`src/rtl/core/ssi_pkg.sv`:
```
// ----------------------------------------------------------------------------
// Sorted set insert package
// Shared widths, defaults and the control bundle driven into every table cell.
// ----------------------------------------------------------------------------
package ssi_pkg;

    localparam int VALUE_W          = 64;
    localparam int OUT_W            = 11;
    localparam int CAPACITY_DEFAULT = 1024;

    typedef struct packed {
        logic cmp_en;    // compare the broadcast key against the stored entry
        logic shift_en;  // insert the key and move larger entries up one cell
    } ssi_ctrl_t;

endpackage

```
`src/rtl/core/ssi_cell.sv`:
```
// ----------------------------------------------------------------------------
// Sorted set table cell
// Holds one table entry, compares it against the broadcast key and takes
// either the key or its lower neighbor's entry when an insert opens a slot.
// ----------------------------------------------------------------------------
module ssi_cell
    import ssi_pkg::*;
(
    input  logic               clk,
    input  logic               rst_n,
    input  ssi_ctrl_t          ctrl,
    input  logic               occupied,
    input  logic [VALUE_W-1:0] key,
    input  logic [VALUE_W-1:0] prev_entry,
    input  logic               prev_lt,
    output logic [VALUE_W-1:0] entry,
    output logic               lt,
    output logic               eq
);

    logic [VALUE_W-1:0] entry_reg;
    logic [VALUE_W-1:0] entry_next;
    logic               lt_reg;
    logic               lt_next;
    logic               eq_reg;
    logic               eq_next;

    always_comb
    begin
        lt_next    = lt_reg;
        eq_next    = eq_reg;
        entry_next = entry_reg;
        if (ctrl.cmp_en)
        begin
            lt_next = occupied && (entry_reg < key);
            eq_next = occupied && (entry_reg == key);
        end
        // Cells at or above the insert point move; the cell right at it takes the key.
        if (ctrl.shift_en && !lt_reg)
        begin
            entry_next = prev_lt ? key : prev_entry;
        end
    end

    always_ff @(posedge clk or negedge rst_n)
    begin
        if (!rst_n)
        begin
            lt_reg <= 1'b0;
            eq_reg <= 1'b0;
        end
        else
        begin
            lt_reg <= lt_next;
            eq_reg <= eq_next;
        end
    end

    always_ff @(posedge clk)
    begin
        entry_reg <= entry_next;
    end

    assign entry = entry_reg;
    assign lt    = lt_reg;
    assign eq    = eq_reg;

endmodule

```
`config.mk`:
```
export PLATFORM = sky130hd
export DESIGN_NAME = ssi_cell
export DESIGN_NICKNAME = d
export VERILOG_FILES = /design/src/rtl/core/ssi_pkg.sv /design/src/rtl/core/ssi_cell.sv
export SDC_FILE = /design/constraint.sdc
export NUM_CORES = 1
export LEC_CHECK = 0
export ABC_AREA = 1
export BUFFER_PORTS_ARGS = -buffer_cell sky130_fd_sc_hd__buf_2
export CORE_MARGIN = 2
export CORE_UTILIZATION = 45
export CTS_CLUSTER_SIZE = 30
export DETAILED_ROUTE_END_ITERATION = 8
export PLACE_DENSITY_LB_ADDON = 0.3
export SLEW_MARGIN = 20
export SYNTH_ARGS = -nofsm -noshare
export SYNTH_HDL_FRONTEND = slang
export SYNTH_SLANG_ARGS = --single-unit
```
`constraint.sdc`:
```
create_clock -name clk -period 5 [get_ports clk]
set_input_delay 0.25 -clock clk [delete_from_list [all_inputs] [get_ports clk]]
set_output_delay 0.25 -clock clk [all_outputs]
set_load 0.02 [all_outputs]
```
==> run summary, run 1 <==
IR Drop Worst-Case VDD - 0.000140 V
Crit Path Category - in -> reg
Gates resized, CTS repair - 0
Num Clock Sinks - 66
Worst hold path class - in -> reg
Routed WL - 10700 um
Achievable frequency - 590 MHz
Synth async-reset ratio - 3.03%
Largest stage delay, worst path - 0.64 ns
Top cells by area, synth - edfxtp_1 44%, ha_1 18%, a21oi_1 10%
Reg2reg setup slack - 3.33 ns
Synth area leader - edfxtp_1
Vias per std cell - 4.82
Layout cells sized above 1 - 32.1%
DR vias - 3997
Initial Utilization - 46.8%
CP max stage cell - buf_4
Worst hold stages - 4
Netlist cell types - 24
Slew margin rel. - 41.3%
Syn_area_per_cell - 8.80 sq um
Most numerous cell in the Yosys netlist - a21oi_1
Main synth FF type - edfxtp_1
WP depth - 3
Reg2reg start - entry[11]
Hold Startpoint - ctrl[1]
Detail Route Antenna Nets - 0
WP buf/inv - 2
CTS Root Cell - clkbuf_8
Endpoint class of the critical path - flip-flop
Row count - 35
Die span in y - 102 um
DRT Pass-1 Iters - 4
Startpoint types - input pin
Mapped Nets - 694
Top delay family on crit path - buffers and inverters
CP Data Arrival Time - 1.77 ns
Crit path cell chain - buf_4 -> buf_4 -> mux2_2
GRT Total Usage - 20.3%
Area occupied by multi-input gates - 2030 sq um
Syn. warnings - 0
Minimum clock period - 1.70 ns
# diodes - 0
Worst EP required - 5.08 ns
Routed length on met1 - 4500 um
Hold Path End - lt
Synth-to-Final Area Change - 30.6%
Htree depth - 3
Placed inst area - 5480 sq um
Fillers - 842
Worst Max-Slew Pin Slew - 0.880 ns
Final Cycle Share - 33.9%
Largest net degree at the start of global routing - 72
Design area - 5700 sq um
Met2 WL post-DR - 5350 um
Top cell by count, worst path - buf_4
Synthesized cell area - 4370 sq um
Max Used Layer - met4
RSZ-0062 raised after global routing - false
Inst Count DP - 812
Overflow left after global routing - 0
Clock transition at path regs - 0.08 ns
Post-route clock skew - 0.00977 ns
Buffers added on ports - 199
Met3 WL - 713 um
CP Max Fanout - 71
Drt drc - 0
Antenna violations before repair - 0
Register area share after synthesis - 45.2%
Chip width - 102 um
Longest Clk Path Bufs - 2
Layout Utilization - 61.1%
Dpl ws - 2.99 ns
Avg WL per Cell - 13.0 um
Setup-failing EPs final - 0
Seq cells post-synth - 66
FF-to-FF path depth - 10
Total CTS buffers - 9
Clock Latency Late Sink - 0.33 ns
Pwr/cell area - 273 nW/um^2
FF-to-FF End - lt
Final std cells w/o fill - 829
Post-CTS setup buffer count - 0
Commonest cells in the synthesized netlist - 90 x a21oi_1, 82 x nor2_1, 80 x inv_1
Outcome - finished, final reports clean
CTS tree - yes
Reg area - 1970 sq um
Max Cap Viol - 0
Hold_ws - 0.207 ns
EDFF count, synth - 64
Top cell type's share of synthesized area - 44.0%
I/O pin cnt - 200
Setup_tns - 0 ns
Placer congestion estimate - 0.849
Starting DRT DRC Count - 124
P_leak - 2.95 nW
Final hold viol count - 0
Max reg flops - 64
Total power - 1.56 mW
CORE AREA - 9330 sq um
Synthesized instance count - 496
Final net count - 893
Total Die Area - 10500 sq um
Fin. max-slew vios - 0
Vias in the first global route - 3975
Hpwl dp - 8570 um
Final WS setup - 3.30 ns
First-pass GRT wire length - 16900 um
-- worst reg2reg max path, delay by kind of cell (launching register included) --
| family | cells | cell delay [ns] |
|---|---|---|
| DFF | 1 | 0.39 |
| and+or+nand+nor | 9 | 0.84 |
| adders and majority gates | 1 | 0.35 |
-- per-layer routing --
metal	global-route usage [%]	up-vias
li1	-	2053
met1	24.2	1773
met2	36.3	153
met3	3.80	18
met4	7.79	0
met5	0	-
-- layout by cell type (no fill, tap or decap), types with 2 or more instances in the layout --
master / instances
buf_2: 198
o21ai_1: 5
a21oi_1: 90
clkbuf_8: 9
ha_1: 64
inv_1: 80
nor2_1: 81
edfxtp_1: 64
nand2_1: 67
dfrtp_1: 2
nand2_2: 3
clkinv_2: 2
nor3_1: 2
o21a_1: 3
nand3_1: 8
buf_4: 3
nand4_1: 4
bufinv_16: 2
-- timing repair --
item                                   4_1_cts  5_1_grt
setup endpoints to repair                    0        0
hold buffers                                 1        0
endpoints found under the hold margin        2        0
-- cell type report --
type / count / area share [%]
Tap cell: 129 / 2.83
Clock buffer: 10 / 2.24
Clock inverter: 6 / 1.43
Timing Repair Buffer: 202 / 18.0
Inverter: 81 / 5.33
Sequential cell: 66 / 34.6
Multi-Input combinational cell: 335 / 35.6
-- worst max path at each step --
stage                           to  startpoint
after floorplan           entry[0]          lt
after global placement    entry[0]     prev_lt
after detailed placement  entry[0]     prev_lt
after CTS                       lt   entry[11]
after global routing            eq   entry[31]
final                     entry[0]     prev_lt
-- logic make-up (layout without fill, tap and decap cells) --
| group | count (synthesis) | in the layout | share of synthesized area (%) |
|---|---|---|---|
| AND/OR/NAND/NOR | 168 | 168 | 15.6 |
| flip-flops | 66 | 66 | 45.2 |
| AO/OA/AOI/OAI | 102 | 102 | 12.2 |
| buffers and inverters | 95 | 299 | 8.46 |
| adder cells (fa/ha/maj) | 64 | 64 | 18.3 |
| multiplexers | 1 | 1 | 0.258 |
-- power breakdown --
| part | total (mW) | leakage [nW] | internal, mW | switching [mW] |
|---|---|---|---|---|
| combinational | 0.377 | 2.22 | 0.149 | 0.229 |
| clock | 0.487 | 0.104 | 0.278 | 0.210 |
| sequential | 0.693 | 0.632 | 0.667 | 0.0254 |
| total | 1.56 | 2.95 | 1.09 | 0.464 |
Note: power is estimated with default switching activity, not from simulation.
==> run 2: changes to the inputs <==
--- a/config.mk
+++ b/config.mk
@@ -8,7 +8,7 @@
 export ABC_AREA = 1
 export BUFFER_PORTS_ARGS = -buffer_cell sky130_fd_sc_hd__buf_2
 export CORE_MARGIN = 2
-export CORE_UTILIZATION = 45
+export CORE_UTILIZATION = 43
 export CTS_CLUSTER_SIZE = 30
 export DETAILED_ROUTE_END_ITERATION = 8
 export PLACE_DENSITY_LB_ADDON = 0.3
==> constraint.sdc (replaced) <==
create_clock -name clk -period 1.4 [get_ports clk]
set_input_delay 0.07 -clock clk [delete_from_list [all_inputs] [get_ports clk]]
set_output_delay 0.07 -clock clk [all_outputs]
set_load 0.02 [all_outputs]
==> run summary, run 2 (synthesis results as in run 1) <==
Starting DRT DRC Count - 208
P_leak - 3.22 nW
Antenna violations before repair - 0
Fillers - 840
Sw Share - 30.6%
Largest net degree at the start of global routing - 42
Die span in y - 105 um
Setup-failing EPs final - 2
Final Cycle Share - 115%
Outcome - finished, violations left
Synth-to-Final Area Change - 46.6%
Minimum clock period - 1.60 ns
Detail Route Antenna Nets - 0
Hpwl dp - 9310 um
Avg WL per Cell - 13.6 um
Vias in the first global route - 4284
CP Max Fanout - 3
CP max stage cell - edfxtp_1
DR vias - 4211
Top delay family on crit path - simple AND/OR/NAND/NOR gates
Area occupied by multi-input gates - 2330 sq um
Drt drc - 0
Top cell by count, worst path - nand2_1
Worst hold stages - 4
Total Die Area - 11000 sq um
Worst EP required - 1.64 ns
Dpl ws - -0.262 ns
Total CTS buffers - 9
CTS Root Cell - clkbuf_8
Final hold viol count - 0
IR Drop Worst-Case VDD - 0.000492 V
Most frequent cells in the layout - 198 x buf_2, 87 x a21oi_1, 80 x inv_1
Post-route clock skew - 0.00689 ns
Net Switching - 1.76 mW
Commonest non-fill, non-tap cell in the layout - buf_2
Combinational share of power - 28.9%
Buffers added on ports - 199
Design area - 6400 sq um
Crit path cell chain - ha_4 -> nand4_1 -> nor3_2 -> buf_4 -> nand2_2 -> nand2_1 -> nand2_1 -> nand2_1 -> nand2_1 -> nand2_1 -> nand2_1
Int Pwr - 4.01 mW
Routed WL - 12000 um
# diodes - 0
GRT Total Usage - 21.5%
Longest Clk Path Bufs - 2
Fin. max-slew vios - 0
Clock Latency Late Sink - 0.35 ns
Vias per std cell - 4.77
Pwr/cell area - 901 nW/um^2
CTS tree - yes
WP depth - 11
CP Data Arrival Time - 1.84 ns
Layout cells sized above 1 - 42.3%
Final WS setup - -0.205 ns
Slew margin rel. - 78.9%
Placed inst area - 5840 sq um
Largest stage delay, worst path - 0.43 ns
Worst Max-Slew Pin Slew - 0.317 ns
Crit Path Category - reg -> reg
I/O pin cnt - 200
DRT Pass-1 Iters - 4
Htree depth - 3
RSZ-0062 raised after global routing - true
Max reg flops - 64
Achievable frequency - 623 MHz
Endpoint class of the critical path - flip-flop
Overflow left after global routing - 0
FF-to-FF path depth - 11
Clock transition at path regs - 0.07 ns
Clock power frac - 28.0%
First-pass GRT wire length - 18900 um
Num Clock Sinks - 66
Worst hold path class - in -> reg
Sequential Power Share - 43.1%
Final net count - 942
Row count - 36
Chip width - 105 um
Placer congestion estimate - 0.815
Initial Utilization - 44.5%
Reg area - 1970 sq um
CORE AREA - 9820 sq um
Max Cap Viol - 0
Failing checks - setup timing
WP buf/inv - 1
Startpoint types - flip-flop
run 2: worst register-to-register path, stage by stage (launching register included):
cell and delay [ns]:
edfxtp_1 0.43, ha_4 0.30, nand4_1 0.13, nor3_2 0.15, buf_4 0.15, nand2_2 0.04, nand2_1 0.05, nand2_1 0.04
nand2_1 0.07, nand2_1 0.05, nand2_1 0.05, nand2_1 0.04
run 2: cell type report:
type	instances	area share, %
inverter	81	4.75
sequential	66	30.8
clock inverter	1	0.0782
timing repair buffer	251	22.3
multi-input combinational	335	36.4
tap	133	2.60
clock buffer	15	3.07
run 2: metal layers:
metal / vias up / global-route usage, % / part of all wire, %
li1: 2155 / - / -
met1: 1884 / 25.0 / 42
met2: 153 / 39.1 / 50
met3: 19 / 4.68 / 6.2
met4: 0 / 7.24 / 1.7
met5: - / 0 / 0
run 2: through the flow:
step	hold slack (ns)	total power, mW	std cells	utilization, %	TNS (ns)
6_report	0.0272	5.77	882	65.2	-0.328
5_1_grt	0.0154	6.10	882	65.2	-0.509
4_1_cts	0.0120	5.68	878	62.6	-0.347
3_5_place_dp	-0.141	4.03	856	59.5	-0.484
3_3_place_gp	-0.143	3.97	856	59.5	-0.430
2_1_floorplan	-0.226	3.36	496	-	-27.89
run 2: worst paths after layout:
| kind | from | slack [ns] | endpoint |
|---|---|---|---|
| hold / removal | ctrl[1] | 0.03 | lt |
| hold reg to reg | eq | 0.49 | eq |
| setup / recovery | entry[11] | -0.20 | lt |
| min in group asynchronous | rst_n | 0.06 | eq |
| setup reg to reg | entry[11] | -0.20 | lt |
| max in group asynchronous | rst_n | 1.23 | lt |
run 2: repair_timing:
item / CTS / global route
pin swaps: 7 / 15
hold endpoints to repair: 2 / 0
setup buffers: 5 / 4
endpoints found under the setup margin: 2 / 2
hold buffers: 1 / 0
gates resized for setup: 10 / 34
run 2: power groups by stage:
stage	clock, mW	combinational (mW)	sequential (mW)
after global placement	0	1.47	2.50
after detailed placement	0	1.51	2.52
final	1.62	1.67	2.49
after CTS	1.65	1.56	2.47
after global routing	1.74	1.85	2.51
after floorplan	0	0.662	2.70
